<file path="src/rtl/core/vic_pkg.sv">
// vic_pkg: shared types and constants for the vectored interrupt controller.
// Beat structs for the command and result channels, command codes, defaults.
// No dependencies.
package vic_pkg;

  localparam int NUM_BANKS_DEF      = 4;
  localparam int LINES_PER_BANK_DEF = 32;

  localparam int CMD_W  = 3;
  localparam int LINE_W = 7;
  localparam int BANK_W = 2;
  localparam int DATA_W = 32;
  localparam int VEC_W  = 7;

  typedef enum logic [CMD_W-1:0] {
    CMD_ENABLE      = 3'd0,
    CMD_DISABLE     = 3'd1,
    CMD_LOAD_RAW    = 3'd2,
    CMD_SOFT_SET    = 3'd3,
    CMD_SOFT_CLEAR  = 3'd4,
    CMD_READ_STATUS = 3'd5,
    CMD_ACK         = 3'd6
  } cmd_t;

  typedef struct packed {
    cmd_t              cmd;
    logic [LINE_W-1:0] line;
    logic [BANK_W-1:0] bank;
    logic [DATA_W-1:0] data;
  } in_beat_t;

  typedef struct packed {
    logic [DATA_W-1:0] read_data;
    logic [VEC_W-1:0]  vector;
    logic              vector_valid;
    logic              any_pending;
  } out_beat_t;

  // acknowledge pick from the priority encoder
  typedef struct packed {
    logic             found;
    logic [VEC_W-1:0] vector;
  } ack_t;

  // result queue occupancy
  typedef struct packed {
    logic full;
    logic empty;
  } q_stat_t;

endpackage

</file>
<file path="src/rtl/core/vic_prio_enc.sv">
// vic_prio_enc: lowest pending line across all banks, first bank wins.
// Pure combinational; uses vic_pkg for ack_t and widths.
module vic_prio_enc #(
  parameter int NUM_BANKS      = vic_pkg::NUM_BANKS_DEF,
  parameter int LINES_PER_BANK = vic_pkg::LINES_PER_BANK_DEF
) (
  input  logic [NUM_BANKS-1:0][LINES_PER_BANK-1:0] status,
  output logic [NUM_BANKS-1:0][LINES_PER_BANK-1:0] pick,
  output vic_pkg::ack_t                            ack
);

  localparam int LBW = (LINES_PER_BANK > 1) ? $clog2(LINES_PER_BANK) : 1;
  localparam int VFW = $clog2(NUM_BANKS * LINES_PER_BANK + 1);
  localparam int VXW = (VFW > vic_pkg::VEC_W) ? VFW : vic_pkg::VEC_W;

  logic [NUM_BANKS-1:0]      bank_hit;
  logic [NUM_BANKS-1:0]      first_bank;
  logic [LINES_PER_BANK-1:0] sel_word;
  logic [LINES_PER_BANK-1:0] low_bit;
  logic [LBW-1:0]            offset;
  logic [VXW-1:0]            base;
  logic [VXW-1:0]            vec_full;

  always_comb begin
    for (int b = 0; b < NUM_BANKS; b++) begin
      bank_hit[b] = |status[b];
    end
    // isolate lowest set bit
    first_bank = bank_hit & (~bank_hit + 1'b1);

    sel_word = '0;
    base     = '0;
    for (int b = 0; b < NUM_BANKS; b++) begin
      if (first_bank[b]) begin
        sel_word = sel_word | status[b];
        base     = base | VXW'(b * LINES_PER_BANK);
      end
    end
    low_bit = sel_word & (~sel_word + 1'b1);

    offset = '0;
    for (int i = 0; i < LINES_PER_BANK; i++) begin
      if (low_bit[i]) offset = offset | LBW'(i);
    end

    for (int b = 0; b < NUM_BANKS; b++) begin
      pick[b] = first_bank[b] ? low_bit : '0;
    end

    vec_full   = base + VXW'(offset);
    ack.found  = |bank_hit;
    ack.vector = vec_full[vic_pkg::VEC_W-1:0];
  end

endmodule

</file>
<file path="src/rtl/core/vic_core.sv">
// vic_core: per-line enable, raw level and soft-pending registers plus
// command decode and next-state logic. Uses vic_pkg and vic_prio_enc.
module vic_core #(
  parameter int NUM_BANKS      = vic_pkg::NUM_BANKS_DEF,
  parameter int LINES_PER_BANK = vic_pkg::LINES_PER_BANK_DEF
) (
  input  logic              clk,
  input  logic              rst_n,
  input  logic              cmd_acc,
  input  vic_pkg::in_beat_t cmd_beat,
  output vic_pkg::out_beat_t res_beat
);

  localparam int LBW = (LINES_PER_BANK > 1) ? $clog2(LINES_PER_BANK) : 1;
  localparam int LFW = $clog2(NUM_BANKS * LINES_PER_BANK + 1);
  localparam int LXW = (LFW > vic_pkg::LINE_W + 1) ? LFW : vic_pkg::LINE_W + 1;

  typedef logic [NUM_BANKS-1:0][LINES_PER_BANK-1:0] bank_arr_t;

  bank_arr_t en_r, en_nxt;
  bank_arr_t raw_r, raw_nxt;
  bank_arr_t soft_r, soft_nxt;
  bank_arr_t status;
  bank_arr_t pick;
  vic_pkg::ack_t ack;

  logic [LXW-1:0]            line_x;
  logic [NUM_BANKS-1:0]      line_hit;
  logic [NUM_BANKS-1:0]      bank_hit;
  logic [LBW-1:0]            lbit;
  logic [LINES_PER_BANK-1:0] lanes;

  always_comb begin
    for (int b = 0; b < NUM_BANKS; b++) begin
      status[b] = (raw_r[b] | soft_r[b]) & en_r[b];
    end
  end

  vic_prio_enc #(
    .NUM_BANKS      (NUM_BANKS),
    .LINES_PER_BANK (LINES_PER_BANK)
  ) u_prio (
    .status (status),
    .pick   (pick),
    .ack    (ack)
  );

  // line number -> bank hit and bit within bank, by range compare
  always_comb begin
    line_x = LXW'(cmd_beat.line);
    lbit   = '0;
    for (int b = 0; b < NUM_BANKS; b++) begin
      line_hit[b] = (line_x >= LXW'(b * LINES_PER_BANK)) &&
                    (line_x <  LXW'((b + 1) * LINES_PER_BANK));
      if (line_hit[b]) lbit = lbit | LBW'(line_x - LXW'(b * LINES_PER_BANK));
      bank_hit[b] = (int'(cmd_beat.bank) == b);
    end
    lanes = cmd_beat.data[LINES_PER_BANK-1:0];
  end

  always_comb begin
    en_nxt   = en_r;
    raw_nxt  = raw_r;
    soft_nxt = soft_r;
    res_beat = '0;
    if (cmd_acc) begin
      unique case (cmd_beat.cmd)
        vic_pkg::CMD_ENABLE: begin
          for (int b = 0; b < NUM_BANKS; b++) begin
            if (line_hit[b]) en_nxt[b][lbit] = 1'b1;
          end
        end
        vic_pkg::CMD_DISABLE: begin
          for (int b = 0; b < NUM_BANKS; b++) begin
            if (line_hit[b]) en_nxt[b][lbit] = 1'b0;
          end
        end
        vic_pkg::CMD_LOAD_RAW: begin
          for (int b = 0; b < NUM_BANKS; b++) begin
            if (bank_hit[b]) raw_nxt[b] = lanes;
          end
        end
        vic_pkg::CMD_SOFT_SET: begin
          for (int b = 0; b < NUM_BANKS; b++) begin
            if (bank_hit[b]) soft_nxt[b] = soft_r[b] | lanes;
          end
        end
        vic_pkg::CMD_SOFT_CLEAR: begin
          for (int b = 0; b < NUM_BANKS; b++) begin
            if (bank_hit[b]) soft_nxt[b] = soft_r[b] & ~lanes;
          end
        end
        vic_pkg::CMD_READ_STATUS: begin
          for (int b = 0; b < NUM_BANKS; b++) begin
            if (bank_hit[b]) res_beat.read_data = vic_pkg::DATA_W'(status[b]);
          end
        end
        vic_pkg::CMD_ACK: begin
          if (ack.found) begin
            for (int b = 0; b < NUM_BANKS; b++) begin
              soft_nxt[b] = soft_r[b] & ~pick[b];
            end
            res_beat.vector       = ack.vector;
            res_beat.vector_valid = 1'b1;
          end else begin
            soft_nxt = '0;
          end
        end
        default: begin
        end
      endcase
    end
    // pending summary reflects the state after this command
    for (int b = 0; b < NUM_BANKS; b++) begin
      if (|((raw_nxt[b] | soft_nxt[b]) & en_nxt[b])) res_beat.any_pending = 1'b1;
    end
  end

  always_ff @(posedge clk) begin
    if (!rst_n) begin
      en_r   <= '0;
      raw_r  <= '0;
      soft_r <= '0;
    end else begin
      en_r   <= en_nxt;
      raw_r  <= raw_nxt;
      soft_r <= soft_nxt;
    end
  end

endmodule

</file>
<file path="src/rtl/core/vic_out_q.sv">
// vic_out_q: two-entry result queue between the core and the result port.
// Lets a new command beat enter while an earlier result is stalled. Uses vic_pkg.
module vic_out_q (
  input  logic               clk,
  input  logic               rst_n,
  input  logic               push,
  input  vic_pkg::out_beat_t push_beat,
  input  logic               pop,
  output vic_pkg::out_beat_t head_beat,
  output vic_pkg::q_stat_t   stat
);

  vic_pkg::out_beat_t mem_r [2];
  logic       wr_ptr_r, wr_ptr_nxt;
  logic       rd_ptr_r, rd_ptr_nxt;
  logic [1:0] cnt_r, cnt_nxt;

  always_comb begin
    wr_ptr_nxt = push ? ~wr_ptr_r : wr_ptr_r;
    rd_ptr_nxt = pop  ? ~rd_ptr_r : rd_ptr_r;
    cnt_nxt    = cnt_r + 2'(push) - 2'(pop);
    stat.full  = (cnt_r == 2'd2);
    stat.empty = (cnt_r == 2'd0);
    head_beat  = mem_r[rd_ptr_r];
  end

  always_ff @(posedge clk) begin
    if (push) mem_r[wr_ptr_r] <= push_beat;
  end

  always_ff @(posedge clk) begin
    if (!rst_n) begin
      wr_ptr_r <= 1'b0;
      rd_ptr_r <= 1'b0;
      cnt_r    <= 2'd0;
    end else begin
      wr_ptr_r <= wr_ptr_nxt;
      rd_ptr_r <= rd_ptr_nxt;
      cnt_r    <= cnt_nxt;
    end
  end

endmodule

</file>
<file path="src/rtl/core/vectored_interrupt_controller_unit.sv">
// vectored_interrupt_controller_unit: top level of the banked interrupt controller.
// Depends on vic_pkg, vic_core (state, decode, priority encoder) and vic_out_q.
//
//   channel   dir   handshake            payload
//   in_       in    in_valid / in_stall  in_data  (vic_pkg::in_beat_t)
//   out_      out   out_valid / out_stall out_data (vic_pkg::out_beat_t)
//
// Cycles: one command beat per clock while in_stall is low. The command is decoded and the bank
// registers are updated at the accepting edge; its result is queued there
// and shows on out_ once the results queued ahead of it have been taken.
// Reset: rst_n low at a clock edge clears all enables, raw levels, soft
// bits and the result queue; ready for commands on the next cycle.
// Stalls: a two-entry result queue absorbs out_stall; in_stall rises only
// when both entries hold results not yet taken.
module vectored_interrupt_controller_unit #(
  parameter int NUM_BANKS      = vic_pkg::NUM_BANKS_DEF,
  parameter int LINES_PER_BANK = vic_pkg::LINES_PER_BANK_DEF
) (
  input  logic               clk,
  input  logic               rst_n,
  input  logic               in_valid,
  output logic               in_stall,
  input  vic_pkg::in_beat_t  in_data,
  output logic               out_valid,
  input  logic               out_stall,
  output vic_pkg::out_beat_t out_data
);

  logic               in_acc;
  logic               out_acc;
  vic_pkg::out_beat_t res_beat;
  vic_pkg::q_stat_t   q_stat;

  // accept whenever the queue has room; the core works in a single pass
  assign in_acc    = in_valid && !in_stall;
  assign out_acc   = out_valid && !out_stall;
  assign in_stall  = q_stat.full;
  assign out_valid = !q_stat.empty;

  vic_core #(
    .NUM_BANKS      (NUM_BANKS),
    .LINES_PER_BANK (LINES_PER_BANK)
  ) u_core (
    .clk      (clk),
    .rst_n    (rst_n),
    .cmd_acc  (in_acc),
    .cmd_beat (in_data),
    .res_beat (res_beat)
  );

  // result queue: the beat computed this cycle lands here at the same edge
  vic_out_q u_out_q (
    .clk       (clk),
    .rst_n     (rst_n),
    .push      (in_acc),
    .push_beat (res_beat),
    .pop       (out_acc),
    .head_beat (out_data),
    .stat      (q_stat)
  );

  // a full queue always has a result on offer
  a_full_has_out: assert property (@(posedge clk) disable iff (!rst_n)
    in_stall |-> out_valid)
    else $error("queue full with no result offered");

  // after an accepted command, a result is on offer on the next cycle
  a_acc_then_out: assert property (@(posedge clk) disable iff (!rst_n)
    in_acc |=> out_valid)
    else $error("accepted command produced no result");

  // vector is zero unless an acknowledge found a line
  a_vec_zero: assert property (@(posedge clk) disable iff (!rst_n)
    (out_valid && !out_data.vector_valid) |-> (out_data.vector == '0))
    else $error("vector set without vector_valid");

  // acknowledge and status read never share a result
  a_vec_no_read: assert property (@(posedge clk) disable iff (!rst_n)
    (out_valid && out_data.vector_valid) |-> (out_data.read_data == '0))
    else $error("read data on an acknowledge result");

endmodule
</file>
<file path="config.mk">
export PLATFORM = sky130hd
export DESIGN_NAME = vectored_interrupt_controller_unit
export DESIGN_NICKNAME = d
export VERILOG_FILES = /design/src/rtl/core/vic_pkg.sv /design/src/rtl/core/vic_prio_enc.sv /design/src/rtl/core/vic_core.sv /design/src/rtl/core/vic_out_q.sv /design/src/rtl/core/vectored_interrupt_controller_unit.sv
export SDC_FILE = /design/constraint.sdc
export NUM_CORES = 2
export LEC_CHECK = 0
export BUFFER_PORTS_ARGS = -buffer_cell sky130_fd_sc_hd__buf_2
export CORE_MARGIN = 4
export CORE_UTILIZATION = 41
export DETAILED_ROUTE_END_ITERATION = 16
export MAX_ROUTING_LAYER = met4
export SLEW_MARGIN = 20
export SYNTH_ARGS = -nofsm -noshare
export SYNTH_HDL_FRONTEND = slang
export SYNTH_HIERARCHICAL = 1
export SYNTH_SLANG_ARGS = --single-unit
</file>
<file path="constraint.sdc">
create_clock -name clk -period 6.5 [get_ports clk]
set_clock_uncertainty 0.05 [all_clocks]
set_input_delay 1.3 -clock clk [delete_from_list [all_inputs] [get_ports clk]]
set_output_delay 1.3 -clock clk [all_outputs]
set_load 0.01 [all_outputs]
</file>
==> impl_metrics.toml <==
[setup_path]
critPathTopFamily = "simple AND/OR/NAND/NOR gates"
crit_slowest_cell = "or4b_2"
critPathKind = "reg2reg"
reg2reg_depth = 21
required_ns = 6.80
critPathBufInv = 4
crit_chain = "o21a_1, nor4_1, buf_4, nand4_1, or3_4, buf_4, a31o_2, a221o_1, nor4_2, nand2_1, or4b_2, buf_4, nor2_1, nor2_1, o32a_1, o21ai_0, and4_2, nand4_1, nor4_2, nand4_1, buf_4"
cpMostUsedCell = "buf_4"
end_kind = "register"
start_kind = "register"
path_max_fanout = 9
slowest_delay_ns = 0.73
worstPathArrival_ns = 6.79
cp_num_cells = 21

[power_and_ir_drop]
p_int_mw = 5.24
seq_power_share_pct = 43.0
power_frac_comb_pct = 14.1
ir_worst_vdd_mv = 0.210
power_mw = 7.19
powerDensity_mw_per_mm2 = 231
switching_share_pct = 27.0
clkPwrFrac_pct = 42.9
p_switching_mw = 1.94
cellLeakagePower_nw = 12.7

[grt]
grtUsageTotal_pct = 37.9
antenna_found_initial = 15
overflow = 0
grt_max_degree = 183
grt_pass1_vias = 25800
grt_pass1_wl_mm = 190

[synth]
mappedNetlistArea_mm2 = 0.0271
syn_nets = 3095
yosys_warnings = 6
syn_avg_cell_area_um2 = 8.92
ys_seq_elements = 471
netlist_instances = 3045
yosys-top-cells-area = "dfxtp_1 29%, edfxtp_1 9.1%, and2_1 6.5%"
synth_largest_area_cell = "dfxtp_1"
ys_async_sr_fraction_pct = 0
synth_top_flop_cell = "dfxtp_1"
synth-edff-count = 82
synth_top_cells_by_count = "389 x dfxtp_1, 331 x o21ai_0, 280 x and2_1, 210 x nor2_1, 186 x clkbuf_1"
ys_seq_area_share_pct = 37.8
post-synth-top-count-cell = "dfxtp_1"
synthDistinctLibCells = 78
synth_top_cell_area_share_pct = 28.7

[sta]
fin_crit_ns = 6.48
hold_viol_final = 0
final_max_slew_viol_count = 0
finalCritPeriodShare_pct = 99.8
max_slew_margin_pct = 19.7
final-setup-viol-count = 0
rsz0062_at_grt = "false"
worst_slew_pin_slew_ns = 1.20
fmax_mhz = 154

[routing]
drtIter0Drc = 3661
wl_mm = 135
num_vias = 27000
drtPass1Iterations = 8
ant_nets = 0
drc = 0
wl_per_cell_um = 33.5
via_per_inst = 6.69

[placed_design]
post-dp-hpwl_mm = 95.6
port_buffers = 90
place_area_mm2 = 0.0292
place.gp.congestion = 1.08
dpl.cell_count = 3922

[clock_network]
cts_hold_buf = 0
clock_sinks = 471
cts_tree = "built"
cts_root_buf = "clkbuf_16"
cts_buffers = 54
h-tree-depth = 2
clkTransAtPathRegs_ns = 0.06
insertion_delay_ns = 0.62
clk_path_buf_depth = 3

[run]
cap_violations = 0

[final_layout]
fin_nets = 3169
fillers = 6314
fin_area_mm2 = 0.0311
finalNonFillerCells = 4035
syn2layout_area_growth_pct = 14.7
drive_gt1_share_pct = 21.4

[floorplan]
num_rows = 94
die_h_um = 265
dieArea_mm2 = 0.0704
die_w_um = 265
core_area_mm2 = 0.0657
start_util_pct = 41.3
ios = 91

[worst_hold_path]
hp-class = "reg2reg"
holdPathStages = 2

[outcome]
status = "complete, no violations"
==> flip-flops by register name (all words and copies together) (netlist names), named ones only <==
register,count
u_out_q/mem_r,82
u_out_q/cnt_r,2
u_core/en_r,128
u_out_q/rd_ptr_r,1
u_core/soft_r,128
u_core/raw_r,128
u_out_q/wr_ptr_r,1
==> layout by cell type, fill, tap and decap left out, types with 64 or more instances in the layout <==
master / synthesis / routed
a21oi_1: 95 / 95
and2_1: 280 / 278
buf_2: 60 / 87
buf_4: 10 / 195
dfxtp_1: 389 / 388
edfxtp_1: 82 / 82
mux2_2: 65 / 65
mux2i_1: 64 / 64
nand2_1: 137 / 134
nor2_1: 210 / 207
nor2b_1: 171 / 169
o21a_1: 129 / 128
o21ai_0: 331 / 328
o22ai_1: 64 / 64
or2_2: 68 / 69
==> power by group through the flow <==
stage / Combinational (mW) / Clock (mW) / Sequential, mW
5_1_grt: 1.06 / 3.25 / 3.10
3_3_place_gp: 0.983 / 0 / 3.16
6_report: 1.01 / 3.08 / 3.09
2_1_floorplan: 0.672 / 0 / 3.15
4_1_cts: 1.01 / 3.13 / 3.09
3_5_place_dp: 1.00 / 0 / 3.16
==> worst paths after layout <==
path / startpoint / end / slack, ns
setup reg to reg: u_core/soft_r[44] / u_out_q/mem_r[1][0] / 0.02
hold / removal: u_core/raw_r[17] / u_core/raw_r[17] / 0.50
setup / recovery: u_core/soft_r[44] / u_out_q/mem_r[1][0] / 0.02
hold reg to reg: u_core/raw_r[17] / u_core/raw_r[17] / 0.50
==> repair_timing <==
item / 4_1_cts / 5_1_grt
setup endpoints to repair: 2 / 2
pin swaps: 3 / 4
resized for setup: 7 / 17
setup buffers: 1 / 4
==> cells by family after synthesis <==
| group | Yosys count | share of synthesized area (%) |
|---|---|---|
| simple gates | 1186 | 25.1 |
| fa+ha+maj | 2 | 0.0922 |
| mux | 201 | 9.92 |
| buf+inv | 288 | 4.83 |
| compound gates | 895 | 22.1 |
| flops | 471 | 37.8 |
| xor+xnor | 2 | 0.115 |
==> final cells by class <==
| class | count | area, um2 | share of cell area (%) |
|---|---|---|---|
| Multi-Input combinational cell | 2286 | 15800 | 50.6 |
| Sequential cell | 471 | 10300 | 32.9 |
| Timing Repair Buffer | 298 | 2220 | 7.13 |
| Clock buffer | 77 | 1530 | 4.91 |
| Tap cell | 864 | 1080 | 3.47 |
| Clock inverter | 23 | 244 | 0.783 |
| Inverter | 8 | 30.0 | 0.0964 |
| Antenna cell | 8 | 20.0 | 0.0643 |
==> metal layers <==
layer	routed length (um)	GRT usage, %	vias up
li1	-	-	11300
met1	52300	48.2	13300
met2	57500	55.4	1914
met3	15700	9.39	452
met4	9470	20.9	0
met5	0	-	-
==> worst register-to-register path, cell delays in order, from the launching register on <==
cell and delay [ns]:
dfxtp_1 0.33, o21a_1 0.27, nor4_1 0.35, buf_4 0.17, nand4_1 0.14, or3_4 0.40
buf_4 0.20, a31o_2 0.25, a221o_1 0.38, nor4_2 0.43, nand2_1 0.11, or4b_2 0.73
buf_4 0.21, nor2_1 0.09, nor2_1 0.06, o32a_1 0.35, o21ai_0 0.32, and4_2 0.40
nand4_1 0.31, nor4_2 0.37, nand4_1 0.12, buf_4 0.19
==> per-stage QoR <==
step / hold WS [ns] / setup TNS (ns) / util [%] / worst slack [ns]
floorplan: 0.457 / 0 / - / 1.49
global placement: 0.469 / -1.39 / 44.4 / -0.695
detailed placement: 0.479 / -1.37 / 44.4 / -0.683
CTS: 0.497 / 0 / 47.2 / 0.0128
global route: 0.529 / 0 / 47.4 / 0.000158
finish: 0.501 / 0 / 47.4 / 0.0157
No activity file was read; power rests on OpenSTA's default activity.
